$ cat config.mk
export PLATFORM = sky130hd
export DESIGN_NAME = cfe_ctrl
export DESIGN_NICKNAME = d
export VERILOG_FILES = /design/src/sv/cholesky_factorization_engine_macros.svh /design/src/sv/cfe_pkg.sv /design/src/sv/cfe_ctrl.sv
export SDC_FILE = /design/constraint.sdc
export NUM_CORES = 1
export LEC_CHECK = 0
export ABC_CLOCK_PERIOD_IN_PS = 2550
export BUFFER_PORTS_ARGS = -buffer_cell sky130_fd_sc_hd__buf_2
export CAP_MARGIN = 20
export CORE_MARGIN = 8
export CORE_UTILIZATION = 55
export CTS_CLUSTER_SIZE = 8
export DETAILED_ROUTE_END_ITERATION = 12
export PLACE_DENSITY = 0.8
export SLEW_MARGIN = 20
export SYNTH_ARGS = -nofsm -noshare
export SYNTH_HDL_FRONTEND = slang
export SYNTH_SLANG_ARGS = --single-unit
$ cat constraint.sdc
create_clock -name clk -period 2.55 [get_ports clk]
set_clock_uncertainty 0.15 [all_clocks]
set_input_delay 0.255 -clock clk [delete_from_list [all_inputs] [get_ports clk]]
set_output_delay 0.255 -clock clk [all_outputs]
set_load 0.03 [all_outputs]
$ cat src/sv/cholesky_factorization_engine_macros.svh
// Assertion macros shared by the Cholesky engine RTL.
`ifndef CHOLESKY_FACTORIZATION_ENGINE_MACROS_SVH
`define CHOLESKY_FACTORIZATION_ENGINE_MACROS_SVH

// Same-cycle implication, disabled while in reset.
`define CFE_ASSERT_IMP(LBL, CLK, RSTN, ANT, CON, MSG) \
  LBL: assert property (@(posedge CLK) disable iff (!RSTN) (ANT) |-> (CON)) else $error(MSG);

// Next-cycle implication, disabled while in reset.
`define CFE_ASSERT_NXT(LBL, CLK, RSTN, ANT, CON, MSG) \
  LBL: assert property (@(posedge CLK) disable iff (!RSTN) (ANT) |=> (CON)) else $error(MSG);

`endif

$ cat src/sv/cfe_pkg.sv
// Package of the Cholesky engine: widths, codes, command and status types.
`default_nettype none
package cfe_pkg;

  localparam int MAX_N_DEF     = 64;
  localparam int FRAC_BITS_DEF = 16;

  localparam int DATA_W = 32;
  localparam int ACC_W  = 64;
  localparam int POS_W  = 6;
  localparam int CFG_W  = 7;
  localparam int OP_W   = 2;
  localparam int STEP_W = 7;

  localparam logic [CFG_W-1:0]  CFG_RESET  = 7'd64;
  localparam logic [STEP_W-1:0] SQRT_STEPS = 7'd32;
  localparam logic [STEP_W-1:0] DIV_STEPS  = 7'd64;

  localparam logic [DATA_W-1:0] SAT32_MAX = 32'h7FFF_FFFF;
  localparam logic [DATA_W-1:0] SAT32_MIN = 32'h8000_0000;
  localparam logic [ACC_W-1:0]  SAT64_MAX = 64'h7FFF_FFFF_FFFF_FFFF;
  localparam logic [ACC_W-1:0]  SAT64_MIN = 64'h8000_0000_0000_0000;

  typedef enum logic [OP_W-1:0] {
    OP_CLEAR  = 2'd0,
    OP_WRITE  = 2'd1,
    OP_FACTOR = 2'd2,
    OP_READ   = 2'd3
  } op_t;

  typedef enum logic [3:0] {
    S_CLEAR, S_IDLE, S_WRITE, S_RD_ADDR, S_RD_OUT, S_COL, S_ZERO, S_INIT,
    S_LOAD, S_RDK, S_MUL, S_SUB, S_FIN, S_UNIT, S_STORE, S_DONE
  } state_t;

  // write data source
  typedef enum logic [1:0] {WD_ZERO, WD_INPUT, WD_ROOT, WD_QUOT} wd_sel_t;
  // write address source
  typedef enum logic [1:0] {WA_CLR, WA_INPUT, WA_IJ} wa_sel_t;
  // read port A address source
  typedef enum logic [1:0] {RA_INPUT, RA_IJ, RA_IK} ra_sel_t;

  typedef struct packed {
    logic    load_in;
    logic    we;
    wd_sel_t wd_sel;
    wa_sel_t wa_sel;
    ra_sel_t ra_sel;
    logic    acc_load;
    logic    mul_en;
    logic    acc_sub;
    logic    sqrt_start;
    logic    div_start;
    logic    piv_load;
    logic    set_ok;
    logic    set_fail;
    logic    out_load_read;
    logic    out_load_factor;
  } cmd_t;

  typedef struct packed {
    logic acc_nonpos;
    logic unit_busy;
    logic out_free;
  } sts_t;

endpackage
`default_nettype wire

$ cat src/sv/cfe_ctrl.sv
// Controller: item decode, clearing sweep and the column/row/k sequencer.
`default_nettype none
module cfe_ctrl #(
  parameter int MAX_N = cfe_pkg::MAX_N_DEF
) (
  input  wire logic                              clk,
  input  wire logic                              rst_n,
  input  wire logic                              in_valid,
  input  wire cfe_pkg::op_t                      in_op,
  output logic                                   in_ready,
  input  wire logic                              cfg_valid,
  input  wire logic [cfe_pkg::CFG_W-1:0]         cfg_data,
  input  wire cfe_pkg::sts_t                     sts,
  output cfe_pkg::cmd_t                          cmd,
  output logic [$clog2(MAX_N+1)-1:0]             idx_i,
  output logic [$clog2(MAX_N+1)-1:0]             idx_j,
  output logic [$clog2(MAX_N)-1:0]               idx_k,
  output logic [2*$clog2(MAX_N)-1:0]             clr_addr
);

  localparam int IW = $clog2(MAX_N);
  localparam int NW = $clog2(MAX_N + 1);
  localparam int AW = 2 * IW;
  localparam logic [AW-1:0] CLR_LAST = '1;

  cfe_pkg::state_t state_r, state_nxt;
  logic [NW-1:0] i_r, i_nxt, j_r, j_nxt, n;
  logic [IW-1:0] k_r, k_nxt;
  logic [AW-1:0] clr_r, clr_nxt;
  logic [cfe_pkg::CFG_W-1:0] size_r;

  // matrix order in use, clamped to 1..MAX_N
  always_comb begin
    priority if (size_r == '0) begin
      n = NW'(1);
    end else if (32'(size_r) > MAX_N) begin
      n = NW'(MAX_N);
    end else begin
      n = NW'(size_r);
    end
  end

  always_ff @(posedge clk) begin
    if (!rst_n) begin
      state_r <= cfe_pkg::S_CLEAR;
      i_r     <= '0;
      j_r     <= '0;
      k_r     <= '0;
      clr_r   <= '0;
      size_r  <= cfe_pkg::CFG_RESET;
    end else begin
      state_r <= state_nxt;
      i_r     <= i_nxt;
      j_r     <= j_nxt;
      k_r     <= k_nxt;
      clr_r   <= clr_nxt;
      if (cfg_valid) begin
        size_r <= cfg_data;
      end
    end
  end

  // next state and counters
  always_comb begin
    state_nxt = state_r;
    i_nxt     = i_r;
    j_nxt     = j_r;
    k_nxt     = k_r;
    clr_nxt   = clr_r;
    unique case (state_r)
      cfe_pkg::S_CLEAR: begin
        clr_nxt = clr_r + AW'(1);
        if (clr_r == CLR_LAST) state_nxt = cfe_pkg::S_IDLE;
      end
      cfe_pkg::S_IDLE: begin
        if (in_valid) begin
          unique case (in_op)
            cfe_pkg::OP_CLEAR:  state_nxt = cfe_pkg::S_CLEAR;
            cfe_pkg::OP_WRITE:  state_nxt = cfe_pkg::S_WRITE;
            cfe_pkg::OP_FACTOR: begin
              j_nxt     = '0;
              state_nxt = cfe_pkg::S_COL;
            end
            cfe_pkg::OP_READ:   state_nxt = cfe_pkg::S_RD_ADDR;
          endcase
        end
      end
      cfe_pkg::S_WRITE:   state_nxt = cfe_pkg::S_IDLE;
      cfe_pkg::S_RD_ADDR: state_nxt = cfe_pkg::S_RD_OUT;
      cfe_pkg::S_RD_OUT: begin
        if (sts.out_free) state_nxt = cfe_pkg::S_IDLE;
      end
      cfe_pkg::S_COL: begin
        if (j_r == n) begin
          state_nxt = cfe_pkg::S_DONE;
        end else begin
          i_nxt     = '0;
          state_nxt = (j_r == '0) ? cfe_pkg::S_INIT : cfe_pkg::S_ZERO;
        end
      end
      cfe_pkg::S_ZERO: begin
        i_nxt = i_r + NW'(1);
        if ((i_r + NW'(1)) == j_r) state_nxt = cfe_pkg::S_INIT;
      end
      cfe_pkg::S_INIT: state_nxt = cfe_pkg::S_LOAD;
      cfe_pkg::S_LOAD: begin
        k_nxt     = '0;
        state_nxt = (j_r == '0) ? cfe_pkg::S_FIN : cfe_pkg::S_RDK;
      end
      cfe_pkg::S_RDK: state_nxt = cfe_pkg::S_MUL;
      cfe_pkg::S_MUL: state_nxt = cfe_pkg::S_SUB;
      cfe_pkg::S_SUB: begin
        k_nxt = k_r + IW'(1);
        state_nxt = ((NW'(k_r) + NW'(1)) == j_r) ? cfe_pkg::S_FIN : cfe_pkg::S_RDK;
      end
      cfe_pkg::S_FIN: begin
        if ((i_r == j_r) && sts.acc_nonpos) state_nxt = cfe_pkg::S_DONE;
        else state_nxt = cfe_pkg::S_UNIT;
      end
      cfe_pkg::S_UNIT: begin
        if (!sts.unit_busy) state_nxt = cfe_pkg::S_STORE;
      end
      cfe_pkg::S_STORE: begin
        i_nxt = i_r + NW'(1);
        if ((i_r + NW'(1)) == n) begin
          j_nxt     = j_r + NW'(1);
          state_nxt = cfe_pkg::S_COL;
        end else begin
          state_nxt = cfe_pkg::S_INIT;
        end
      end
      cfe_pkg::S_DONE: begin
        if (sts.out_free) state_nxt = cfe_pkg::S_IDLE;
      end
      default: state_nxt = cfe_pkg::S_IDLE;
    endcase
  end

  // commands to the datapath
  always_comb begin
    cmd      = '0;
    in_ready = 1'b0;
    unique case (state_r)
      cfe_pkg::S_CLEAR: begin
        cmd.we     = 1'b1;
        cmd.wa_sel = cfe_pkg::WA_CLR;
        cmd.wd_sel = cfe_pkg::WD_ZERO;
      end
      cfe_pkg::S_IDLE: begin
        in_ready    = 1'b1;
        cmd.load_in = in_valid;
      end
      cfe_pkg::S_WRITE: begin
        cmd.we     = 1'b1;
        cmd.wa_sel = cfe_pkg::WA_INPUT;
        cmd.wd_sel = cfe_pkg::WD_INPUT;
      end
      cfe_pkg::S_RD_ADDR: cmd.ra_sel = cfe_pkg::RA_INPUT;
      cfe_pkg::S_RD_OUT: begin
        cmd.ra_sel        = cfe_pkg::RA_INPUT;
        cmd.out_load_read = sts.out_free;
      end
      cfe_pkg::S_COL: cmd.set_ok = (j_r == n);
      cfe_pkg::S_ZERO: begin
        cmd.we     = 1'b1;
        cmd.wa_sel = cfe_pkg::WA_IJ;
        cmd.wd_sel = cfe_pkg::WD_ZERO;
      end
      cfe_pkg::S_INIT: cmd.ra_sel   = cfe_pkg::RA_IJ;
      cfe_pkg::S_LOAD: cmd.acc_load = 1'b1;
      cfe_pkg::S_RDK:  cmd.ra_sel   = cfe_pkg::RA_IK;
      cfe_pkg::S_MUL:  cmd.mul_en   = 1'b1;
      cfe_pkg::S_SUB:  cmd.acc_sub  = 1'b1;
      cfe_pkg::S_FIN: begin
        if (i_r == j_r) begin
          cmd.set_fail   = sts.acc_nonpos;
          cmd.sqrt_start = !sts.acc_nonpos;
        end else begin
          cmd.div_start = 1'b1;
        end
      end
      cfe_pkg::S_UNIT: cmd.we = 1'b0;
      cfe_pkg::S_STORE: begin
        cmd.we       = 1'b1;
        cmd.wa_sel   = cfe_pkg::WA_IJ;
        cmd.wd_sel   = (i_r == j_r) ? cfe_pkg::WD_ROOT : cfe_pkg::WD_QUOT;
        cmd.piv_load = (i_r == j_r);
      end
      cfe_pkg::S_DONE: cmd.out_load_factor = sts.out_free;
      default: cmd = '0;
    endcase
  end

  assign idx_i    = i_r;
  assign idx_j    = j_r;
  assign idx_k    = k_r;
  assign clr_addr = clr_r;

endmodule
`default_nettype wire

==> impl_metrics.env, run 1 <==
export IMPL_vias=3290
export IMPL_rsz0062_at_grt="no"
export IMPL_tns_ns=0
export IMPL_crit_start="idx_i[2]"
export IMPL_detail_route_wl_per_cell_um=16.25
export IMPL_p_sw_frac=0.3195
export IMPL_seqPwrFrac=0.488
export IMPL_drtIter0Drc=380
export IMPL_hold_path_class="primary input to register"
export IMPL_h_tree_depth=2
export IMPL_async_reset_ff_frac=0
export IMPL_firstDrtPassIters=5
export IMPL_cts_buffer_depth=2
export IMPL_postLayoutCellArea_um2=3730
export IMPL_worst_slew_pin_slew_ns=0.5301
export IMPL_ys_warnings_count=0
export IMPL_end_kind="output pin"
export IMPL_syn_nets=441
export IMPL_finalHoldViolations=0
export IMPL_p_int_uw=1007
export IMPL_routed_wl_um=9002
export IMPL_drv_cap=0
export IMPL_drv_slew=0
export IMPL_r2r_slack_ns=0.15
export IMPL_power_switching_uw=473.0
export IMPL_critPathMaxFanout=9
export IMPL_post_route_period_util=0.9498
export IMPL_rr_worst_depth=7
export IMPL_pwr_density_cell_nw_per_um2=396.9
export IMPL_layout_min_cycle_time_ns=2.422
export IMPL_cts_root_buf="clkbuf_8"
export IMPL_grt_usage=0.2134
export IMPL_area_growth_pct=17.59
export IMPL_start_util=0.5725
export IMPL_cp_arrival_ns=2.02
export IMPL_die_w_um=91.94
export IMPL_synth_edff_count=0
export IMPL_antennaDiodeCount=0
export IMPL_ir_worst_vdd_v=0.0002305
export IMPL_syn_cell_area_um2=3172
export IMPL_grt_antenna_before_repair=0
export IMPL_crit_end="cmd[4]"
export IMPL_max_slew_margin=0.6462
export IMPL_setup_violations=0
export IMPL_crit_path_start_kind="register"
export IMPL_ios=67
export IMPL_final_nets=502
export IMPL_fmax_mhz=412.9
export IMPL_hpwl_um=6715
export IMPL_io_buffers=66
export IMPL_grt_start_max_net_pins=19
export IMPL_ant_nets=0
export IMPL_place_area_um2=3607
export IMPL_clkPwrFrac=0.310
export IMPL_hold_buffers=0
export IMPL_r2r_start="clr_addr[0]"
export IMPL_ys_seq_area_frac=0.2714
export IMPL_drc_errors=0
export IMPL_grt_overflow=0
export IMPL_grt_first_pass_wirelength_um=15210
export IMPL_p_leak_uw=0.001618
export IMPL_numCtsBuffers=5
export IMPL_syn_inst=420
export IMPL_rows=27
export IMPL_grt_pass1_vias=3177
export IMPL_die_h_um=91.94
export IMPL_synth_ff_type="dfxtp_1"
export IMPL_r2r_end="state_r[0]"
export IMPL_clock_sinks=43
export IMPL_gp_congestion=0.9963
export IMPL_placed_cells=546
export IMPL_status="finished clean"
export IMPL_avgSynthCellArea_um2=7.552
export IMPL_required_ns=2.14
export IMPL_clkTransAtPathRegs_ns=0.08
export IMPL_ys_seq_elements=43
export IMPL_clk_latency_ns=0.31
export IMPL_die_area_um2=8453
export IMPL_fin_cells=554
export IMPL_worstSetupPathType="register to output pin"
export IMPL_vias_per_cell=5.939
export IMPL_core_area_um2=5540
export IMPL_tritoncts="done"
export IMPL_drive_gt1_frac=0.2490
export IMPL_synthDistinctLibCells=62
export IMPL_comb_power_share=0.202
how the worst min path moves through the flow:
stage,from,endpoint,slack [ns],cells past startpoint
2_1_floorplan,cfg_data[6],size_r[6],0.23,2
3_3_place_gp,cfg_data[6],size_r[6],0.33,3
3_5_place_dp,cfg_data[6],size_r[6],0.34,3
4_1_cts,cfg_data[6],size_r[6],0.02,3
5_1_grt,cfg_data[6],size_r[6],0.03,3
6_report,cfg_data[6],size_r[6],0.03,3
flip-flops by register name (all words and copies together) (netlist names):
name	cells
clr_addr	12
idx_i	7
state_r	4
idx_k	6
idx_j	7
size_r	7
cells in the mapped netlist (3+ instances only):
master | n | area [µm²]
a211oi_1 | 4 | 30.03
a21oi_1 | 18 | 90.09
a22oi_1 | 3 | 22.52
a31oi_1 | 5 | 31.28
and2_1 | 3 | 18.77
and3_1 | 5 | 31.28
buf_2 | 5 | 25.02
clkbuf_1 | 25 | 93.84
dfxtp_1 | 43 | 860.8
ha_1 | 5 | 62.56
inv_1 | 10 | 37.54
mux2i_1 | 13 | 130.1
nand2_1 | 35 | 131.4
nand2b_1 | 13 | 81.33
nand3_1 | 20 | 100.1
nand3b_1 | 3 | 22.52
nand4_1 | 8 | 50.05
nor2_1 | 52 | 195.2
nor2b_1 | 3 | 18.77
nor3_1 | 21 | 105.1
nor3b_1 | 3 | 22.52
nor4_1 | 4 | 25.02
o211ai_1 | 4 | 30.03
o21a_1 | 3 | 22.52
o21ai_0 | 18 | 90.09
or2_2 | 4 | 25.02
or3_1 | 4 | 25.02
xnor2_1 | 17 | 148.9
xor2_1 | 24 | 210.2
worst max-delay path, cell delays in order, from the launching register on:
cell	delay [ns]
dfxtp_4	0.39
buf_4	0.17
xor2_1	0.14
nor4_1	0.21
nor4b_4	0.37
and2_1	0.22
buf_2	0.21
placed cells by master, fill, tap and decap left out, drive strengths merged, types with 3 or more instances in the layout:
master / n
a211oi: 5
nand3: 22
nor3b: 3
buf: 88
and2: 4
nor3: 22
a21oi: 18
a22oi: 3
or3: 4
nand3b: 3
nor4: 4
nand2b: 13
o21a: 3
ha: 5
dfxtp: 43
nor2: 52
nand2: 35
o21ai: 18
o211ai: 4
xnor2: 17
nand4: 8
nor2b: 3
and3: 6
xor2: 24
or2: 4
inv: 11
clkbuf: 6
a31oi: 5
mux2i: 13
power groups by stage:
stage / combinational (µW) / sequential [µW] / clock (µW)
3_3_place_gp: 290 / 737 / 0
3_5_place_dp: 294 / 738 / 0
2_1_floorplan: 189 / 755 / 0
4_1_cts: 296 / 722 / 472
6_report: 299 / 722 / 460
5_1_grt: 331 / 726 / 496
layout make-up:
type	instances	area, µm²
multi-input combinational	331	2127
inverter	11	41.29
tap	72	90.09
clock inverter	3	23.77
sequential	43	873.3
timing repair buffer	89	505.5
fill	498	1810
clock buffer	5	68.82
routing by layer:
layer,routed length (µm),vias up,global-route usage,share of wire
met5,0,-,0,0
li1,-,1595,-,-
met3,677,17,0.04238,0.075
met1,3977,1534,0.2677,0.44
met2,4210,144,0.3588,0.47
met4,137,0,0.06443,0.015
per-stage QoR:
stage / utilization / total power (µW) / setup WS (ns) / hold WS, ns
2_1_floorplan: - / 943.6 / 0.004846 / 0.2338
4_1_cts: 0.6698 / 1490 / 0.1068 / 0.02001
5_1_grt: 0.6732 / 1554 / 0.004188 / 0.02622
3_3_place_gp: 0.6511 / 1026 / 0.2041 / 0.3291
3_5_place_dp: 0.6511 / 1032 / 0.1547 / 0.3351
6_report: 0.6732 / 1480 / 0.1280 / 0.03002
timing repair:
item	in CTS	in global routing
endpoints found under the setup margin	5	11
setup buffers	0	0
gates resized for setup	3	8
pin swaps	0	1
cells by family after synthesis:
logic type               count (synthesis)  share of synthesized area
multiplexers                            13                    0.04102
flip-flops                              43                     0.2714
buffers and inverters                   46                    0.06272
adder cells (fa/ha/maj)                  6                    0.02288
XOR/XNOR                                42                     0.1203
AND/OR/NAND/NOR                        191                     0.3077
AO/OA/AOI/OAI                           79                     0.1740
Note: power is estimated with default switching activity, not from simulation.
==> run 2, diff against run 1 <==
--- a/config.mk
+++ b/config.mk
@@ -5,14 +5,15 @@
 export SDC_FILE = /design/constraint.sdc
 export NUM_CORES = 1
 export LEC_CHECK = 0
+export ABC_AREA = 1
 export ABC_CLOCK_PERIOD_IN_PS = 2550
 export BUFFER_PORTS_ARGS = -buffer_cell sky130_fd_sc_hd__buf_2
 export CAP_MARGIN = 20
 export CORE_MARGIN = 8
-export CORE_UTILIZATION = 55
+export CORE_UTILIZATION = 51
 export CTS_CLUSTER_SIZE = 8
 export DETAILED_ROUTE_END_ITERATION = 12
-export PLACE_DENSITY = 0.8
+export PLACE_DENSITY = 0.75
 export SLEW_MARGIN = 20
 export SYNTH_ARGS = -nofsm -noshare
 export SYNTH_HDL_FRONTEND = slang
==> run 2 against run 1 <==
  * Clock power up 25%
  * Global-route usage down 0.15 points
  * First-iteration DRC count down 36%
  * Combinational power up 17%
  * Routed wire length up 6.2%
  * Final cell count up 23%
  * Setup slack better by 0.043 ns
  * Sequential cell count unchanged
  * Power up 12%
  * Hold slack worse by 0.0089 ns
  * Critical path depth up 5
  * Highest routed layer unchanged
==> impl_metrics.env, run 2 <==
export IMPL_layout_common_cells="nand2_1, nor2_1, buf_2"
export IMPL_drtIter0Drc=243
export IMPL_die_w_um=95.41
export IMPL_synth_ff_type="dfxtp_1"
export IMPL_avgSynthCellArea_um2=6.022
export IMPL_start_util=0.5152
export IMPL_grt_pass1_vias=3398
export IMPL_p_leak_uw=0.001836
export IMPL_final_nets=623
export IMPL_crit_end="cmd[3]"
export IMPL_ys_seq_area_frac=0.2677
export IMPL_setup_violations=0
export IMPL_yosysTopAreaCell="dfxtp_1"
export IMPL_max_slew_margin=0.6995
export IMPL_hold_path_class="primary input to register"
export IMPL_finalHoldViolations=0
export IMPL_io_buffers=66
export IMPL_ios=67
export IMPL_detail_route_wl_per_cell_um=14.06
export IMPL_die_h_um=95.41
export IMPL_cp_slowest_cell="dfxtp_1"
export IMPL_hpwl_um=7392
export IMPL_async_reset_ff_frac=0
export IMPL_drv_slew=0
export IMPL_synthAdderAreaFrac=0.01946
export IMPL_rr_worst_depth=13
export IMPL_critPathMaxFanout=6
export IMPL_synth_edff_count=0
export IMPL_ys_warnings_count=0
export IMPL_tns_ns=0
export IMPL_fmax_mhz=420.4
export IMPL_h_tree_depth=2
export IMPL_timing_critical_path_depth=11
export IMPL_postCtsSetupBuffers=0
export IMPL_rsz0062_at_grt="no"
export IMPL_cp_arrival_ns=1.97
export IMPL_largest_reg_flops=12
export IMPL_cts_buffer_depth=2
export IMPL_ys_seq_elements=43
export IMPL_grt_overflow=0
export IMPL_pre_cts_ws_ns=0.4013
export IMPL_drive_gt1_frac=0.2156
export IMPL_post_route_period_util=0.9329
export IMPL_routed_wl_um=9562
export IMPL_grt_usage=0.2119
export IMPL_gp_congestion=0.9074
export IMPL_clkTransAtPathRegs_ns=0.08
export IMPL_crit_path_start_kind="register"
export IMPL_synth_mux_area_frac=0
export IMPL_cts_root_buf="clkbuf_8"
export IMPL_synth_simple_area_share=0.4451
export IMPL_cp_slowest_stage_delay_ns=0.44
export IMPL_syn_cell_area_um2=3216
export IMPL_drc_errors=0
export IMPL_whs_ns=0.02112
export IMPL_worst_slew_pin_slew_ns=0.4473
export IMPL_synth_top_family_by_area="simple AND/OR/NAND/NOR gates"
export IMPL_antennaDiodeCount=0
export IMPL_synth_compound_area_frac=0.1381
export IMPL_final_common_cell="nand2_1"
export IMPL_synth_top_area_frac=0.2677
export IMPL_r2r_end="idx_j[2]"
export IMPL_cts_resized=0
export IMPL_required_ns=2.14
export IMPL_r2r_start="idx_i[0]"
export IMPL_regArea_um2=864.6
export IMPL_syn_inst=534
export IMPL_multi_input_area_um2=2026
export IMPL_numCtsBuffers=5
export IMPL_clk_latency_ns=0.31
export IMPL_clock_sinks=43
export IMPL_rows=29
export IMPL_path_buf_inv=4
export IMPL_r2r_slack_ns=0.35
export IMPL_synth_most_common_cell="nand2_1"
export IMPL_ir_worst_vdd_v=0.0004226
export IMPL_worstSetupPathType="register to output pin"
export IMPL_drv_cap=0
export IMPL_layout_min_cycle_time_ns=2.379
export IMPL_crit_start="state_r[2]"
export IMPL_crit_family="simple AND/OR/NAND/NOR gates"
export IMPL_core_area_um2=6241
export IMPL_vias_per_cell=5.341
export IMPL_area_growth_pct=16.73
export IMPL_ant_nets=0
export IMPL_tritoncts="done"
export IMPL_die_area_um2=9102
export IMPL_synthDistinctLibCells=37
export IMPL_grt_antenna_before_repair=0
export IMPL_vias=3632
export IMPL_grt_start_max_net_pins=19
export IMPL_syn_nets=555
export IMPL_pwr_density_cell_nw_per_um2=443.0
export IMPL_crit_chain="inv_1 -> nor2_1 -> inv_1 -> nor2_2 -> nand3_1 -> nor2_1 -> nand3_1 -> nor2_1 -> nand2_1 -> inv_1 -> buf_2"
export IMPL_end_kind="output pin"
export IMPL_status="finished clean"
export IMPL_grt_first_pass_wirelength_um=15380
export IMPL_hold_buffers=0
export IMPL_firstDrtPassIters=4
export IMPL_synth_xor_area_share=0.02724
export IMPL_synth_commonest_cells="nand2_1, nor2_1, inv_1"
export IMPL_fillers=640
export IMPL_timing_final_ws_setup_ns=0.1711
export IMPL_total_power_uw=1663
export IMPL_synth_area_leaders="dfxtp_1, nand2_1, nor2_1"
[run 2: cell count changes after synthesis, sizes merged, moves of 13 or more]
cell    delta
a21oi     +20
clkbuf    -21
inv       +60
mux2i     -13
nand2    +122
nand2b    -13
nand3     +28
nor2      +30
o21ai     +13
xnor2     -13
xor2      -18
[run 2: report_power, final]
group          switching (µW)  internal [µW]
clock                     259            317
sequential               36.4            701
combinational             243            106
total                     538           1120
[run 2: layout make-up]
cell class,count,share of cell area
clock buffers,6,0.02200
multi-input cells,408,0.5397
clock inverters,2,0.009333
repair buffers,73,0.1020
flip-flops and latches,43,0.2303
inverters,71,0.07100
well taps,77,0.02567
[run 2: per-stage QoR]
step,cells,util,instance area (µm²)
2_1_floorplan,534,-,3216
3_3_place_gp,672,0.5820,3632
3_5_place_dp,672,0.5820,3632
4_1_cts,680,0.6008,3750
5_1_grt,680,0.6014,3754
6_report,680,0.6014,3754
[run 2: routing by layer]
| metal | share of wire | global-route usage | vias to the layer above |
|---|---|---|---|
| li1 | - | - | 1855 |
| met1 | 0.43 | 0.2531 | 1651 |
| met2 | 0.48 | 0.3613 | 110 |
| met3 | 0.078 | 0.04961 | 16 |
| met4 | 0.016 | 0.07810 | 0 |
| met5 | 0 | 0 | - |
[run 2: worst min-delay path by stage]
stage,end,from,cells past startpoint
2_1_floorplan,size_r[6],cfg_valid,1
3_3_place_gp,size_r[0],size_r[0],2
3_5_place_dp,size_r[0],size_r[0],2
4_1_cts,size_r[5],cfg_data[5],3
5_1_grt,size_r[1],cfg_data[1],3
6_report,size_r[5],cfg_data[5],3
[run 2: cells by family (layout without fill, tap and decap cells)]
logic type	Yosys count	in the layout
xor+xnor	10	10
compound gates	79	79
fa+ha+maj	5	5
flops	43	43
buf+inv	83	152
simple gates	314	314
[run 2: tightest hold or removal path: stages]
cell,delay [ns]
buf_2,0.07
nor2_1,0.03
nor2_1,0.08
